## config.mk

```make
export PLATFORM = sky130hd
export DESIGN_NAME = icrm_front
export DESIGN_NICKNAME = d
export VERILOG_FILES = /design/src/rtl/core/icrm_pkg.sv /design/src/rtl/core/icrm_front.sv
export SDC_FILE = /design/constraint.sdc
export NUM_CORES = 1
export LEC_CHECK = 0
export ABC_AREA = 1
export BUFFER_PORTS_ARGS = -buffer_cell sky130_fd_sc_hd__buf_2
export CAP_MARGIN = 20
export CORE_ASPECT_RATIO = 1.1
export CORE_MARGIN = 5
export CORE_UTILIZATION = 33
export DETAILED_ROUTE_END_ITERATION = 7
export GPL_TIMING_DRIVEN = 0
export PLACE_DENSITY_LB_ADDON = 0.3
export SLEW_MARGIN = 30
export SYNTH_ARGS = -nofsm -noshare
export SYNTH_HDL_FRONTEND = slang
export SYNTH_SLANG_ARGS = --single-unit
```

## constraint.sdc

```tcl
create_clock -name vclk -period 0.9
set_input_delay 0.09 -clock vclk [all_inputs]
set_output_delay 0.09 -clock vclk [all_outputs]
set_load 0.02 [all_outputs]
```

## src/rtl/core/icrm_pkg.sv

```systemverilog
`timescale 1ns / 1ps
// ----------------------------------------------------------------------------
// icrm_pkg
// Shared types, sizes and helpers for the IPv4 CIDR range matcher.
// ----------------------------------------------------------------------------
package icrm_pkg;

    localparam int MAX_ENTRIES = 256;
    localparam int CNT_W       = $clog2(MAX_ENTRIES + 1);
    localparam int IDX_W       = (MAX_ENTRIES > 1) ? $clog2(MAX_ENTRIES) : 1;
    localparam int ADDR_W      = 32;
    localparam int PLEN_W      = 6;
    localparam int ECNT_W      = 9;
    localparam int QDEPTH      = 2;
    localparam int QPTR_W      = (QDEPTH > 1) ? $clog2(QDEPTH) : 1;
    localparam int QFILL_W     = $clog2(QDEPTH + 1);

    localparam logic [ADDR_W-1:0] FULL_MASK = 32'hFFFF_FFFF;
    localparam logic [PLEN_W-1:0] PLEN_MAX  = 6'd32;

    typedef enum logic [1:0] {
        ACT_CLEAR  = 2'd0,
        ACT_ADD    = 2'd1,
        ACT_LOOKUP = 2'd2,
        ACT_UNUSED = 2'd3
    } action_t;

    typedef enum logic [1:0] {
        OP_CLEAR  = 2'd0,
        OP_ADD    = 2'd1,
        OP_LOOKUP = 2'd2,
        OP_NOP    = 2'd3
    } op_t;

    typedef struct packed {
        logic [1:0]        action;
        logic [ADDR_W-1:0] address;
        logic [PLEN_W-1:0] prefix_len;
    } req_word_t;

    typedef struct packed {
        logic              matched;
        logic              status;
        logic [ECNT_W-1:0] entry_count;
    } rsp_word_t;

    typedef struct packed {
        op_t               op;
        logic [ADDR_W-1:0] addr;
        logic [ADDR_W-1:0] mask;
    } cmd_t;

    typedef struct packed {
        logic [ADDR_W-1:0] base;
        logic [ADDR_W-1:0] mask;
    } entry_t;

    function automatic logic [ADDR_W-1:0] mask_from_prefix(input logic [PLEN_W-1:0] plen);
        logic [ADDR_W-1:0] m;
        if (plen >= PLEN_MAX)
        begin
            m = FULL_MASK;
        end
        else
        begin
            m = ~(FULL_MASK >> plen);
        end
        return m;
    endfunction

endpackage

```

## src/rtl/core/icrm_front.sv

```systemverilog
`timescale 1ns / 1ps
// ----------------------------------------------------------------------------
// icrm_front
// Accepts request words, builds the range mask and classifies the operation.
// ----------------------------------------------------------------------------
module icrm_front (
    input  logic                req_valid,
    output logic                req_ready,
    input  icrm_pkg::req_word_t req,
    output logic                cmd_valid,
    input  logic                cmd_ready,
    output icrm_pkg::cmd_t      cmd
);

    logic [icrm_pkg::ADDR_W-1:0] mask;

    assign mask      = icrm_pkg::mask_from_prefix(req.prefix_len);
    assign cmd_valid = req_valid;
    assign req_ready = cmd_ready;

    always_comb
    begin
        cmd.addr = req.address;
        cmd.mask = mask;
        unique case (icrm_pkg::action_t'(req.action))
            icrm_pkg::ACT_CLEAR:
            begin
                cmd.op = icrm_pkg::OP_CLEAR;
            end
            icrm_pkg::ACT_ADD:
            begin
                cmd.op   = icrm_pkg::OP_ADD;
                cmd.addr = req.address & mask;
            end
            icrm_pkg::ACT_LOOKUP:
            begin
                // address zero never matches
                cmd.op = (req.address == '0) ? icrm_pkg::OP_NOP : icrm_pkg::OP_LOOKUP;
            end
            default:
            begin
                cmd.op = icrm_pkg::OP_NOP;
            end
        endcase
    end

endmodule

```

==> results.yml, run 1 <==
grt:
  grt_max_degree: 11
floorplan:
  start_util_pct: 35.4
  dieWidth_um: 57.3
  ios: 110
  die_y_um: 62.1
  rows: 18
synthesis:
  yosysTopAreaCell: "inv_1"
  synth_seq_area_share_pct: 0
  synth_cell_types: 23
  synthesis.nets: 206
  synthTopCellsByArea: "inv_1 (19%), a21boi_1 (13%), nand2_1 (12%)"
  synth_warnings: 0
  syn_avg_cell_area_sq_um: 4.96
  synthDominantCellAreaShare_pct: 18.9
  syn_area_sq_um: 813
  syn_inst: 164
place:
  place_congestion: 0.899
  hpwl_um: 3300
  portBuffers: 107
  pre_cts_ws_ps: -445
sta:
  postGrtWorstEndpoint: "cmd[59]"
  worst_endpoint_kind: "primary output"
status:
  error: "[ERROR DPL-0038] Utilization greater than 100%, impossible to legalize"
  stop_stage: "5_1_grt"
  status: "did not finish"
cts:
  cts_hold_buffers: 0
[timing repair]
| action | 4_1_cts |
|---|---|
| pin swaps | 23 |
| buffers inserted | 28 |
| gates resized for setup | 145 |
| setup endpoints to repair | 59 |
[stage by stage]
step	utilization [%]	TNS (ps)	std cells	area, sq um
floorplan	-	-1080	164	946
global placement	66.1	-13140	301	1520
detailed placement	66.1	-13420	301	1520
CTS	96.4	-6030	329	2210
[cell families after synthesis]
group | share of synthesized area [%]
compound gates | 36.3
simple gates | 37.5
buf+inv | 26.2
[cell usage after synthesis (all sizes together)]
master and instances:
inv 47, nand2 29, nor2 27, a21boi 15, o21ai 14, a21oi 10
nand3 5, buf 4, nand4 4, o21bai 3, clkbuf 2, o21a 2
a31oi 1, clkinv 1
==> inputs of run 2 (changes only) <==
Settings changed: CORE_AREA from default to 5 5 66 68, CORE_ASPECT_RATIO 1.1 to default, CORE_MARGIN 5 to default, CORE_UTILIZATION 33 to default, DIE_AREA from default to 0 0 71 73, PLACE_DENSITY_LB_ADDON 0.3 to 0.15.
==> run 2 against run 1 <==
Against the previous run:
- the flow now finishes, with violations (setup timing)
- synthesized cell count is the same
- area after synthesis is the same
==> results.yml, run 2 <==
status:
  status: "finished, violations left"
  violations: "setup timing"
critical_path:
  critical_path.top_delay_family: "buffers and inverters"
  slowest_stage: "nor2_4"
  critical_path_buf_inv_count: 5
  path_depth: 8
  crit_fanout: 5
  crit_start: "req[38]"
  arrival_ps: 1070
  cp.required_ps: 810
  crit_type: "primary input to primary output"
  endpoint_kind: "primary output"
  startpoint_type: "primary input"
  slowest_delay_ps: 190
  cp-endpoint: "cmd[57]"
  cp_cell_sequence: "buf_6, inv_4, nor2_4, clkinvlp_4, buf_6, nor2_4, a21boi_2, buf_2"
cts:
  cts_hold_buffers: 0
grt:
  grt_pass1_vias: 1495
  gr-total-overflow: 0
  grt_usage_pct: 16.5
  antenna_found_initial: 0
  grt_max_degree: 11
  grt_pass1_wl_um: 7030
detailed_routing:
  routed_wl_um: 5100
  drt-pass1-iter-count: 4
  route.detailed.drc: 0
  vias: 1568
  detail_route.wl_per_cell_um: 14.5
  via_per_inst: 4.44
  drt_iter0_markers: 62
  drtAntennaViolNets: 0
synthesis:
  synth_cell_types: 23
  yosysTopAreaCell: "inv_1"
  synthTopCellsByArea: "inv_1 (19%), a21boi_1 (13%), nand2_1 (12%)"
  syn_avg_cell_area_sq_um: 4.96
  syn_inst: 164
  syn_area_sq_um: 813
  synth_warnings: 0
  synthDominantCellAreaShare_pct: 18.9
  synthTopCellsByCount: "inv_1 (41), nand2_1 (25), nor2_1 (21)"
  synth_seq_area_share_pct: 0
  synthesis.nets: 206
  synth.most_common_cell: "inv_1"
finish:
  final_cell_mix: "buf_2 (56), buf_6 (53), buf_4 (28)"
  final_nets: 347
  seq_cells: 0
  synthToLayoutAreaGrowth_pct: 202
  n_antenna_cell: 0
  clockBufferCount: 0
  final_util_pct: 64.7
  final_common_cell: "buf_2"
  register_area_sq_um: 0
  drive_gt1_share_pct: 76.6
job:
  cap_violations: 0
sta:
  fin_crit_ps: 1160
  final.setup.worst_slack_ps: -256
  hold_viol: 0
  setup_violations: 56
  maxSlewViolCount: 0
  finalCritPeriodShare_pct: 128
  rsz0062_at_grt: "true"
  timing.fmax_ghz: 0.865
  slew_headroom_pct: 78.5
  worst_pin_slew_ps: 322
floorplan:
  core_area_sq_mm: 0.00380
  rows: 23
  ios: 110
  start_util_pct: 21.4
  dieArea_sq_mm: 0.00518
  dieWidth_um: 71
  die_y_um: 73
hold_path:
  hold_path.class: "primary input to primary output"
place:
  place_congestion: 0.811
  hpwl_um: 3540
  portBuffers: 107
  pre_cts_ws_ps: -496
pwr:
  leakage_uw: 0.00123
  ir_worst_vdd_mv: 0.233
  powerDensity_mw_per_mm2: 567
run 2: layer usage:
metal / GRT usage (%) / wire length [um] / part of all wire, %
met4: 4.18 / 58 / 1.1
met3: 2.89 / 288 / 5.6
met1: 19.0 / 1980 / 39
met2: 31.3 / 2770 / 54
met5: 0 / 0 / 0
run 2: how the worst min path moves through the flow:
stage                     end  depth (start not counted)       from  slack (ps)
floorplan           cmd_valid                          1  req_valid         290
global placement    cmd_valid                          2  req_valid         400
detailed placement  req_ready                          2  cmd_ready         400
CTS                 req_ready                          2  cmd_ready         400
global route        cmd_valid                          2  req_valid         400
finish              cmd_valid                          2  req_valid         400
run 2: cells by family (layout without fill, tap and decap cells):
family | Yosys count | after routing | synth area share [%]
AOI/OAI and AO/OA | 45 | 45 | 36.3
and+or+nand+nor | 65 | 65 | 37.5
buffers and inverters | 54 | 193 | 26.2
run 2: through the flow:
stage / total power [uW] / TNS [ps] / instance area (sq um) / hold slack (ps) / cells
floorplan: 562 / -1080 / 946 / 293 / 164
global placement: 908 / -15510 / 1540 / 400 / 321
detailed placement: 910 / -15560 / 1540 / 400 / 321
CTS: 1170 / -6110 / 2040 / 400 / 338
global route: 1480 / -11220 / 2460 / 402 / 353
finish: 1390 / -8410 / 2460 / 398 / 353
run 2: power breakdown:
group	total (uW)	switching, uW	internal, uW
Clock	0	0	0
Sequential	0	0	0
Combinational	1390	756	638
Total	1390	756	638
run 2: final cells by class:
| type | instances | area (sq um) |
|---|---|---|
| Buffer | 6 | 55.1 |
| Multi-Input combinational cell | 110 | 960 |
| Inverter | 48 | 219 |
| Fill cell | 324 | 1340 |
| Tap cell | 50 | 62.6 |
| Timing Repair Buffer | 139 | 1160 |
run 2: timing repair:
action / 4_1_cts / 5_1_grt
buffers inserted: 17 / 15
gates resized for setup: 114 / 78
endpoints found under the hold margin: 0 / 0
pin swaps: 16 / 12
setup endpoints to repair: 60 / 58
Note: power is estimated with default switching activity, not from simulation.
==> inputs of run 3 (changes only) <==
==> constraint.sdc (replaced) <==
create_clock -name vclk -period 0.9
set_input_delay 0.09 -clock vclk [all_inputs]
set_output_delay 0.09 -clock vclk [all_outputs]
set_load 0.01 [all_outputs]
==> run 3 against run 2 <==
Against the previous run:
- setup slack better by 110 ps
- die area stayed put
- total power is 25% lower
- via count is 4.3% lower
- critical path type unchanged
- the run still ends with setup timing left
- critical path depth is 2 lower
- count of clock-buffer cells in the layout stayed put
==> results.yml, run 3 (synthesis gave the netlist of run 2 again) <==
sta:
  setup_violations: 49
  rsz0062_at_grt: "true"
  hold_viol: 0
  worst_pin_slew_ps: 237
  final.setup.worst_slack_ps: -147
  maxSlewViolCount: 0
  fin_crit_ps: 1050
  timing.hold.ws_ps: 364
  slew_headroom_pct: 84.2
  finalCritPeriodShare_pct: 116
  timing.fmax_ghz: 0.955
detailed_routing:
  route.detailed.drc: 0
  vias: 1501
  drt-pass1-iter-count: 4
  routed_wl_um: 4440
  drt_iter0_markers: 22
  detail_route.wl_per_cell_um: 12.8
  via_per_inst: 4.33
  drtAntennaViolNets: 0
finish:
  n_antenna_cell: 0
  final_util_pct: 54.9
  register_area_sq_um: 0
  seq_cells: 0
  final_common_cell: "buf_2"
  drive_gt1_share_pct: 70.7
  finalNonFillerCells: 347
  multi_input_area_sq_um: 833
  fin_area_sq_mm: 0.00209
  synthToLayoutAreaGrowth_pct: 156
  fillCellCount: 409
  final_cell_mix: "buf_2 (90), inv_1 (26), buf_6 (20)"
  final_nets: 341
  clockBufferCount: 0
pwr:
  leakage_uw: 0.00110
  powerDensity_mw_per_mm2: 501
  ir_worst_vdd_mv: 0.235
place:
  placedCellCount: 321
  pre_cts_ws_ps: -350
  portBuffers: 107
  post_dp_cell_area_sq_mm: 0.00142
  place_congestion: 0.826
  hpwl_um: 3460
floorplan:
  dieWidth_um: 71
  rows: 23
  die_y_um: 73
  core_area_sq_mm: 0.00380
  ios: 110
  start_util_pct: 21.4
  dieArea_sq_mm: 0.00518
hold_path:
  hold_path.class: "primary input to primary output"
grt:
  grt_usage_pct: 15.7
  grt_pass1_vias: 1476
  grt_max_degree: 9
  gr-total-overflow: 0
  antenna_found_initial: 0
  grt_pass1_wl_um: 6780
critical_path:
  crit_type: "primary input to primary output"
  endpoint_kind: "primary output"
  startpoint_type: "primary input"
  crit_fanout: 8
  arrival_ps: 960
  cp.required_ps: 810
status:
  status: "finished, violations left"
  violations: "setup timing"
job:
  cap_violations: 0
cts:
  cts_hold_buffers: 0
[run 3: timing repair]
action	4_1_cts	5_1_grt
gates resized for setup	79	43
hold endpoints to repair	0	0
endpoints found under the setup margin	54	53
setup buffers	19	7
gates cloned	1	0
pin swaps	31	17
[run 3: worst paths after layout]
| path | cells past startpoint | endpoint | start | slack (ps) |
|---|---|---|---|---|
| max | 6 | cmd[58] | req[39] | -150 |
| min | 2 | cmd_valid | req_valid | 360 |
[run 3: stage by stage]
| step | power, uW | TNS, ps |
|---|---|---|
| CTS | 946 | -4210 |
| global route | 1130 | -7110 |
| floorplan | 372 | 0 |
| finish | 1050 | -4070 |
| global placement | 713 | -10260 |
| detailed placement | 715 | -10500 |
[run 3: metal layers]
layer / global-route usage [%] / wire [um]
met3: 2.20 / 340
met2: 30.6 / 2310
met1: 19.3 / 1730
met5: 0 / 0
met4: 0 / 56
[run 3: report_power, final]
group / internal [uW] / switching (uW)
registers: 0 / 0
clock network: 0 / 0
logic: 506 / 539
total: 506 / 539
[run 3: worst max-delay path, cell delays in order]
cell and delay [ps]:
buf_8 100, nor2_4 140, clkinvlp_4 220, nor2_4 180, a21boi_1 80, buf_2 140
[run 3: area by class of cell]
class              instances  area share (%)
plain buffers              6            2.76
inverters                 48            9.78
repair buffers           133            44.5
multi-input cells        110            40.0
well taps                 50            3.00
