`config.mk`:
```
export PLATFORM = sky130hd
export DESIGN_NAME = icrm_queue
export DESIGN_NICKNAME = d
export VERILOG_FILES = /design/src/rtl/core/icrm_pkg.sv /design/src/rtl/core/icrm_queue.sv
export SDC_FILE = /design/constraint.sdc
export NUM_CORES = 1
export LEC_CHECK = 0
export BUFFER_PORTS_ARGS = -buffer_cell sky130_fd_sc_hd__buf_4
export CORE_MARGIN = 2
export CORE_UTILIZATION = 56
export DETAILED_ROUTE_END_ITERATION = 12
export PLACE_DENSITY = 0.95
export SKIP_CTS_REPAIR_TIMING = 1
export SLEW_MARGIN = 20
export SYNTH_ARGS = -nofsm -noshare
export SYNTH_HDL_FRONTEND = slang
export SYNTH_SLANG_ARGS = --single-unit
```
`constraint.sdc`:
```
create_clock -name clk -period 8.13 [get_ports clk]
set_input_delay 0.4065 -clock clk [delete_from_list [all_inputs] [get_ports clk]]
set_output_delay 0.4065 -clock clk [all_outputs]
set_load 0.005 [all_outputs]
```
`src/rtl/core/icrm_pkg.sv`:
```
`timescale 1ns / 1ps
// ----------------------------------------------------------------------------
// icrm_pkg
// Shared types, sizes and helpers for the IPv4 CIDR range matcher.
// ----------------------------------------------------------------------------
package icrm_pkg;

    localparam int MAX_ENTRIES = 256;
    localparam int CNT_W       = $clog2(MAX_ENTRIES + 1);
    localparam int IDX_W       = (MAX_ENTRIES > 1) ? $clog2(MAX_ENTRIES) : 1;
    localparam int ADDR_W      = 32;
    localparam int PLEN_W      = 6;
    localparam int ECNT_W      = 9;
    localparam int QDEPTH      = 2;
    localparam int QPTR_W      = (QDEPTH > 1) ? $clog2(QDEPTH) : 1;
    localparam int QFILL_W     = $clog2(QDEPTH + 1);

    localparam logic [ADDR_W-1:0] FULL_MASK = 32'hFFFF_FFFF;
    localparam logic [PLEN_W-1:0] PLEN_MAX  = 6'd32;

    typedef enum logic [1:0] {
        ACT_CLEAR  = 2'd0,
        ACT_ADD    = 2'd1,
        ACT_LOOKUP = 2'd2,
        ACT_UNUSED = 2'd3
    } action_t;

    typedef enum logic [1:0] {
        OP_CLEAR  = 2'd0,
        OP_ADD    = 2'd1,
        OP_LOOKUP = 2'd2,
        OP_NOP    = 2'd3
    } op_t;

    typedef struct packed {
        logic [1:0]        action;
        logic [ADDR_W-1:0] address;
        logic [PLEN_W-1:0] prefix_len;
    } req_word_t;

    typedef struct packed {
        logic              matched;
        logic              status;
        logic [ECNT_W-1:0] entry_count;
    } rsp_word_t;

    typedef struct packed {
        op_t               op;
        logic [ADDR_W-1:0] addr;
        logic [ADDR_W-1:0] mask;
    } cmd_t;

    typedef struct packed {
        logic [ADDR_W-1:0] base;
        logic [ADDR_W-1:0] mask;
    } entry_t;

    function automatic logic [ADDR_W-1:0] mask_from_prefix(input logic [PLEN_W-1:0] plen);
        logic [ADDR_W-1:0] m;
        if (plen >= PLEN_MAX)
        begin
            m = FULL_MASK;
        end
        else
        begin
            m = ~(FULL_MASK >> plen);
        end
        return m;
    endfunction

endpackage

```
`src/rtl/core/icrm_queue.sv`:
```
`timescale 1ns / 1ps
// ----------------------------------------------------------------------------
// icrm_queue
// Short command FIFO between the front end and the table engine.
// ----------------------------------------------------------------------------
module icrm_queue (
    input  logic           clk,
    input  logic           rst_n,
    input  logic           push_valid,
    output logic           push_ready,
    input  icrm_pkg::cmd_t push_word,
    output logic           pop_valid,
    input  logic           pop_ready,
    output icrm_pkg::cmd_t pop_word
);

    icrm_pkg::cmd_t                mem_reg [icrm_pkg::QDEPTH];
    logic [icrm_pkg::QPTR_W-1:0]   wr_ptr_reg, wr_ptr_next;
    logic [icrm_pkg::QPTR_W-1:0]   rd_ptr_reg, rd_ptr_next;
    logic [icrm_pkg::QFILL_W-1:0]  fill_reg, fill_next;
    logic                          do_push, do_pop;

    assign push_ready = (fill_reg != icrm_pkg::QFILL_W'(icrm_pkg::QDEPTH));
    assign pop_valid  = (fill_reg != '0);
    assign pop_word   = mem_reg[rd_ptr_reg];
    assign do_push    = push_valid && push_ready;
    assign do_pop     = pop_valid && pop_ready;

    always_comb
    begin
        wr_ptr_next = wr_ptr_reg;
        rd_ptr_next = rd_ptr_reg;
        fill_next   = fill_reg;
        if (do_push)
        begin
            wr_ptr_next = (wr_ptr_reg == icrm_pkg::QPTR_W'(icrm_pkg::QDEPTH - 1))
                        ? '0 : wr_ptr_reg + icrm_pkg::QPTR_W'(1);
        end
        if (do_pop)
        begin
            rd_ptr_next = (rd_ptr_reg == icrm_pkg::QPTR_W'(icrm_pkg::QDEPTH - 1))
                        ? '0 : rd_ptr_reg + icrm_pkg::QPTR_W'(1);
        end
        if (do_push && !do_pop)
        begin
            fill_next = fill_reg + icrm_pkg::QFILL_W'(1);
        end
        else if (do_pop && !do_push)
        begin
            fill_next = fill_reg - icrm_pkg::QFILL_W'(1);
        end
    end

    always_ff @(posedge clk or negedge rst_n)
    begin
        if (!rst_n)
        begin
            wr_ptr_reg <= '0;
            rd_ptr_reg <= '0;
            fill_reg   <= '0;
        end
        else
        begin
            wr_ptr_reg <= wr_ptr_next;
            rd_ptr_reg <= rd_ptr_next;
            fill_reg   <= fill_next;
        end
    end

    always_ff @(posedge clk)
    begin
        if (do_push)
        begin
            mem_reg[wr_ptr_reg] <= push_word;
        end
    end

endmodule

```
==> results of run 1 <==
Yosys cell counts (all sizes together):
cell type | number | area share, %
edfxtp | 132 | 78
mux2 | 66 | 17
buf | 7 | 1.1
dfrtp | 4 | 2.0
xnor2 | 3 | 0.52
nand2 | 2 | 0.15
nor2 | 2 | 0.15
xor2 | 2 | 0.35
and3 | 1 | 0.12
ha | 1 | 0.25
inv | 1 | 0.074
nand2b | 1 | 0.12
or2 | 1 | 0.12
where the power goes:
group / switching, mW / internal [mW] / total (mW)
combinational: 0.241 / 0.418 / 0.659
clock: 0.272 / 0.462 / 0.733
sequential: 0.117 / 0.962 / 1.08
total: 0.630 / 1.84 / 2.47
final timing paths:
kind                                   start        endpoint  slack (ns)  depth (start not counted)
worst max-delay path              rd_ptr_reg    pop_word[52]        5.53                          2
worst min-delay path            push_word[7]   mem_reg[1][7]        0.09                          1
worst max register to register   fill_reg[0]  mem_reg[0][43]        5.74                          4
worst min register to register   fill_reg[1]     fill_reg[1]        0.51                          1
max in group asynchronous              rst_n      rd_ptr_reg        7.77                          2
min in group asynchronous              rst_n     fill_reg[1]        0.24                          2
layer usage:
metal | track usage, % | vias to the layer above
met1 | 22.2 | 1234
met5 | 0 | -
met4 | 7.06 | 0
li1 | - | 1183
met2 | 32.3 | 106
met3 | 5.83 | 9
critical path, stage by stage, from the launching register on:
cell	delay (ns)
dfrtp_4	1.11
mux2_2	0.44
buf_4	0.14
through the flow:
step | util, % | power [mW] | instances | hold slack (ns)
after floorplan | - | 1.44 | 223 | 0.111
after global placement | 70.8 | 1.73 | 463 | 0.206
after detailed placement | 70.8 | 1.76 | 463 | 0.207
after CTS | 77.3 | 2.50 | 492 | -0.329
after global routing | 77.4 | 2.58 | 493 | 0.0611
final | 77.4 | 2.47 | 493 | 0.0855
logic make-up after synthesis:
| logic type | share of synthesized area [%] |
|---|---|
| xor gates and xnor gates | 0.864 |
| adders and majority gates | 0.247 |
| buffers and inverters | 1.18 |
| DFF | 80.2 |
| muxes | 16.9 |
| and+or+nand+nor | 0.667 |
cell type report:
| type | instances | area [um2] | share of cell area, % |
|---|---|---|---|
| clock buffer | 17 | 414 | 6.10 |
| clock inverter | 12 | 155 | 2.29 |
| inverter | 1 | 3.75 | 0.0553 |
| multi-input combinational | 79 | 955 | 14.1 |
| sequential | 136 | 4070 | 60.0 |
| tap | 108 | 135 | 1.99 |
| timing repair buffer | 140 | 1050 | 15.5 |
==> summary.md, run 1 <==
| Metric | Value |
|---|---|
| Global-route wire length before repair | `13600 um` |
| Max reg flops | `132` |
| Initial Utilization | `57.9%` |
| Num Clock Sinks | `136` |
| Startpoint types | `flop` |
| Sequential cell area fraction in the yosys report | `80.2%` |
| Yosys reg bits | `136` |
| Die Span X | `99.2 um` |
| Setup CP Type | `reg2out` |
| H-tree Lvls | `4` |
| Setup violators final | `0` |
| Clock buffer depth | `2` |
| Status | `completed` |
| Final setup TNS | `0 ns` |
| GP Congestion | `0.743` |
| Worst Tran Pin Value | `1.03 ns` |
| Hold WC Path Type | `in2reg` |
| Via count | `2532` |
| Final WS setup | `5.53 ns` |
| Worst vdd ir | `0.267 mV` |
| Crit path DAT | `2.19 ns` |
| Avg Cell Area, Syn | `22.7 um2` |
| Die Ht | `99.2 um` |
| Maxcap violations | `0` |
| Total track usage | `18.7%` |
| Row cnt | `34` |
| Top routing layer in use | `met4` |
| N_diodes | `0` |
| CTS clock-pin slew for the worst setup and hold paths | `0.06 ns` |
| Worst skew pair latency | `0.50 ns` |
| Endpoints failing hold | `0` |
| Total Routed Length | `9010 um` |
| Met3 wire len | `547 um` |
| Share of cells above drive strength 1 | `61.8%` |
| Max-slew headroom | `31.4%` |
| Vias in the first global route | `2715` |
| Required time of the critical path | `7.72 ns` |
| Syn Nets | `294` |
| CTS tree | `yes` |
| TritonRoute pass-1 iters | `4` |
| Post-synth cell types | `16` |
| Fin crit share | `32.0%` |
| Yosys warns | `0` |
| PortBufs | `137` |
| Total die area | `9830 um2` |
| Initial DRC count | `129` |
| Grt total ovfl | `0` |
| DRC | `0` |
| Final Slew Violations | `0` |
| RSZ-0062 raised after global routing | `false` |
| Mapped Area | `5070 um2` |
| PwrDens | `364 nW/um2` |
| CTS Root Cell | `clkbuf_8` |
| Initial antenna violation count | `0` |
| Cell area after layout | `6780 um2` |
| DR WL met2 | `4870 um` |
| Routed len/inst | `18.3 um` |
| Place WS | `5.66 ns` |
| FMAX | `385 MHz` |
| Vias per cell | `5.14` |
| Antenna-violating nets left | `0` |
| Layout Skew | `0.00854 ns` |
| Most common cell after layout, fill and taps aside | `buf_4` |
| Post-Synthesis Cells | `223` |
| Total CTS buffers | `17` |
| Largest net degree at the start of global routing | `68` |
| Half-perimeter wire length after placement | `5930 um` |
| Fillers | `477` |
| P_leak | `2.66 nW` |
| Placed Area | `6200 um2` |
| Ports | `138` |
| Max FO, Critical Path | `67` |
| Met1 WL | `3510 um` |
| Commonest cells after routing, fill and taps aside | `buf_4 (139), edfxtp_1 (132), mux2_2 (36)` |
| CP Capture Type | `primary output` |
| Area grow syn2layout | `33.8%` |
| Final min period | `2.60 ns` |
| Nets | `446` |
| Core Area | `8760 um2` |
Power figures use the tool's default switching activity.
==> inputs of run 2 (changes only) <==
Settings changed: ABC_AREA set to 1, CORE_UTILIZATION 56 to 52, PLACE_DENSITY 0.95 to 0.91.
Clock period 8.13 ns to 2.7 ns, I/O delays scaled along.
==> run 2 against run 1 <==
  * Critical path depth up 3
  * Sequential power rose to 2.8 times the previous value
  * Non-clock buffer count up 72
  * Die area is 6.7% higher
  * Sequential share of layout area down 5.2 points
  * Cell area grew 9.4%
  * Global-route usage rose by 1.0 points
  * Cell count grew 48%
  * Routed wire length rose by 28%
  * Critical endpoint is now pop_word[42]
  * Highest routed layer unchanged
==> summary.md, run 2 <==
| Metric | Value |
|---|---|
| Area share of the largest cell type after synthesis | `78.7% (+0.52 points)` |
| Post-Synthesis Cells | `374 (+68%)` |
| Most common cell after layout, fill and taps aside | `nand2_1` |
| Worst vdd ir | `0.668 mV (+150%)` |
| Layout Skew | `0.0102 ns (+0.00166 ns)` |
| Total Routed Length | `11600 um (+28%)` |
| Cell area after layout | `7420 um2 (+9.4%)` |
| Post-synth top area cell | `edfxtp_1` |
| Via count | `3528 (+39%)` |
| Yosys warns | `0 (unchanged)` |
| Worst path cell trace | `inv_2 > buf_12 > nand2_1 > nand2_1 > buf_4` |
| Stages on worst setup path | `5 (+3)` |
| Fillers | `505 (+5.9%)` |
| Power Total | `7.52 mW (+200%)` |
| Initial Utilization | `54.0% (-3.9 points)` |
| DRC | `0 (unchanged)` |
| Die Span X | `102 um (+3.3%)` |
| Crit path DAT | `1.94 ns (-0.25 ns)` |
| Setup CP Type | `reg2out` |
| Final core utilization | `79.6% (+2.2 points)` |
| N_diodes | `0 (unchanged)` |
| Row cnt | `35 (+2.9%)` |
| RR Endpoint | `mem_reg[0][52]` |
| Final setup TNS | `0 ns (unchanged)` |
| Status | `completed` |
| Half-perimeter wire length after placement | `6550 um (+10%)` |
| Initial DRC count | `150 (+16%)` |
| Commonest cells after routing, fill and taps aside | `nand2_1 (208), buf_4 (142), edfxtp_1 (132)` |
| Syn Nets | `445 (+51%)` |
| GRT met3 Usage | `7.59% (+1.8 points)` |
| Reg-to-reg setup timing slack | `1.02 ns (-4.72 ns)` |
| Ys async rst share | `2.94% (unchanged)` |
| Share of cells above drive strength 1 | `29.4% (-32 points)` |
| CTS clock-pin slew for the worst setup and hold paths | `0.06 ns (about the same)` |
| Antenna-violating nets left | `0 (unchanged)` |
| Post-synth cell types | `14 (-2)` |
| Crit-path slowest cell | `inv_2` |
| PortBufs | `137 (unchanged)` |
| Num Clock Sinks | `136 (unchanged)` |
| Total track usage | `19.8% (+1.0 points)` |
| Startpoint types | `flop` |
| Initial antenna violation count | `0 (unchanged)` |
| Total CTS buffers | `17 (unchanged)` |
| RSZ-0062 raised after global routing | `false` |
| Setup violators final | `0 (unchanged)` |
| Total die area | `10500 um2 (+6.7%)` |
| Die Ht | `102 um (+3.3%)` |
| Area grow syn2layout | `47.4%` |
| Placed Area | `6190 um2 (-0.26%)` |
| Sequential cell area fraction in the yosys report | `80.7% (+0.54 points)` |
| CP Capture Type | `primary output` |
| Grt total ovfl | `0 (unchanged)` |
| Final Slew Violations | `0 (unchanged)` |
| Final min period | `2.08 ns` |
| Max reg flops | `132 (unchanged)` |
| TritonRoute pass-1 iters | `5 (+1)` |
| Required time of the critical path | `2.57 ns (-5.15 ns)` |
| Met1 Track Usage GR | `22.1% (-0.11 points)` |
| Critical path's most frequent cell | `nand2_1` |
| Worst reg2reg startpoint | `fill_reg[0]` |
| Max FO, Critical Path | `37 (-45%)` |
| Post-synth EDFFs | `132 (unchanged)` |
| Maxcap violations | `0 (unchanged)` |
| CTS Root Cell | `clkbuf_8` |
| Worst Tran Pin Value | `0.694 ns (-0.334 ns)` |
| Avg Cell Area, Syn | `13.5 um2 (-41%)` |
| Core Area | `9330 um2 (+6.4%)` |
| Top post-synthesis cells by count | `nand2_1 (208), edfxtp_1 (132), buf_2 (8), inv_1 (6), buf_6 (5)` |
| Worst skew pair latency | `0.49 ns (about the same)` |
| PwrDens | `1010 nW/um2 (+180%)` |
| Vias per cell | `4.82 (-6.2%)` |
| Worst path max stage delay | `0.42 ns (-0.69 ns)` |
| P_leak | `3.19 nW (+20%)` |
| Mapped Area | `5040 um2 (-0.67%)` |
| Worst r2r path cells | `5 (+1)` |
| Clock buffer depth | `2 (unchanged)` |
| H-tree Lvls | `4 (unchanged)` |
| Max-slew headroom | `53.7% (+22 points)` |
| Routed len/inst | `15.8 um (-13%)` |
| Fin crit share | `76.9%` |
| GP Congestion | `0.695 (-6.5%)` |
| Largest net degree at the start of global routing | `68 (unchanged)` |
| Family with the most delay on the worst path | `buffers and inverters` |
| CP endpoint | `pop_word[42]` |
| Nets | `661 (+48%)` |
| Endpoints failing hold | `0 (unchanged)` |
| Most common cell in the netlist | `nand2_1` |
| CTS tree | `yes` |
| Ports | `138 (unchanged)` |
| Bufs and invs on worst path | `3 (+2)` |
| Hold WC Path Type | `in2reg` |
| Worst setup startpoint | `rd_ptr_reg` |
| Area contributors post-synth | `edfxtp_1 (79%), nand2_1 (16%), dfrtp_1 (2.0%)` |
| Yosys reg bits | `136 (unchanged)` |
| Global-route wire length before repair | `14900 um (+9.4%)` |
| GR Util met2 | `34.6% (+2.2 points)` |
| FMAX | `481 MHz` |
| Top FF cell, synth | `edfxtp_1` |
| Top Usage Layer GRT | `met2` |
| Vias in the first global route | `3206 (+18%)` |
[run 2: how the worst min path moves through the flow]
stage                     startpoint          end  slack (ns)  cells past startpoint
after floorplan                rst_n  fill_reg[0]       -0.16                      0
after global placement         rst_n  fill_reg[0]       -0.07                      1
after detailed placement       rst_n  fill_reg[1]       -0.06                      1
after CTS                      rst_n  fill_reg[0]       -0.60                      1
after global routing      push_valid   wr_ptr_reg        0.11                      3
final                     push_valid   wr_ptr_reg        0.11                      3
[run 2: worst reg2reg max path: stages (launching register included)]
cell     delay (ns)
dfrtp_1        0.38
inv_1          0.09
nand2_1        0.08
nand2_1        0.17
nor2_4         0.14
buf_4          0.44
[run 2: final cells by class]
class / instances / area (um2) / area share (%)
well taps: 129 / 161 / 2.17
clock buffers: 18 / 418 / 5.63
repair buffers: 212 / 1780 / 23.9
clock inverters: 14 / 125 / 1.69
multi-input cells: 216 / 850 / 11.4
inverters: 7 / 26.3 / 0.354
flip-flops and latches: 136 / 4070 / 54.8
[run 2: logic make-up (layout without fill, tap and decap cells)]
kind of cell	after synthesis	in the layout	synth area share [%]
xor+xnor	2	2	0.348
fa+ha+maj	1	1	0.248
buf+inv	22	251	2.73
flops	136	136	80.7
simple gates	213	213	16.0
[run 2: stage by stage]
stage               hold slack [ns]  cells  setup WS [ns]
finish                        0.106    732          0.622
global route                  0.111    732          0.519
CTS                          -0.601    663          0.596
detailed placement          -0.0632    631           1.03
global placement            -0.0658    631           1.11
floorplan                    -0.161    374        -0.0855
[run 2: routing by layer]
layer / share of wire, % / up-vias / wire length [um]
li1: - / 1687 / -
met1: 37 / 1685 / 4330
met2: 55 / 140 / 6420
met3: 5.4 / 16 / 629
met4: 1.7 / 0 / 193
met5: 0 / - / 0
[run 2: report_power, final]
group	total, mW	switching, mW	internal, mW	leakage [nW]
sequential	3.03	0.137	2.89	1.27
combinational	2.43	1.36	1.07	1.65
clock	2.07	0.844	1.23	0.263
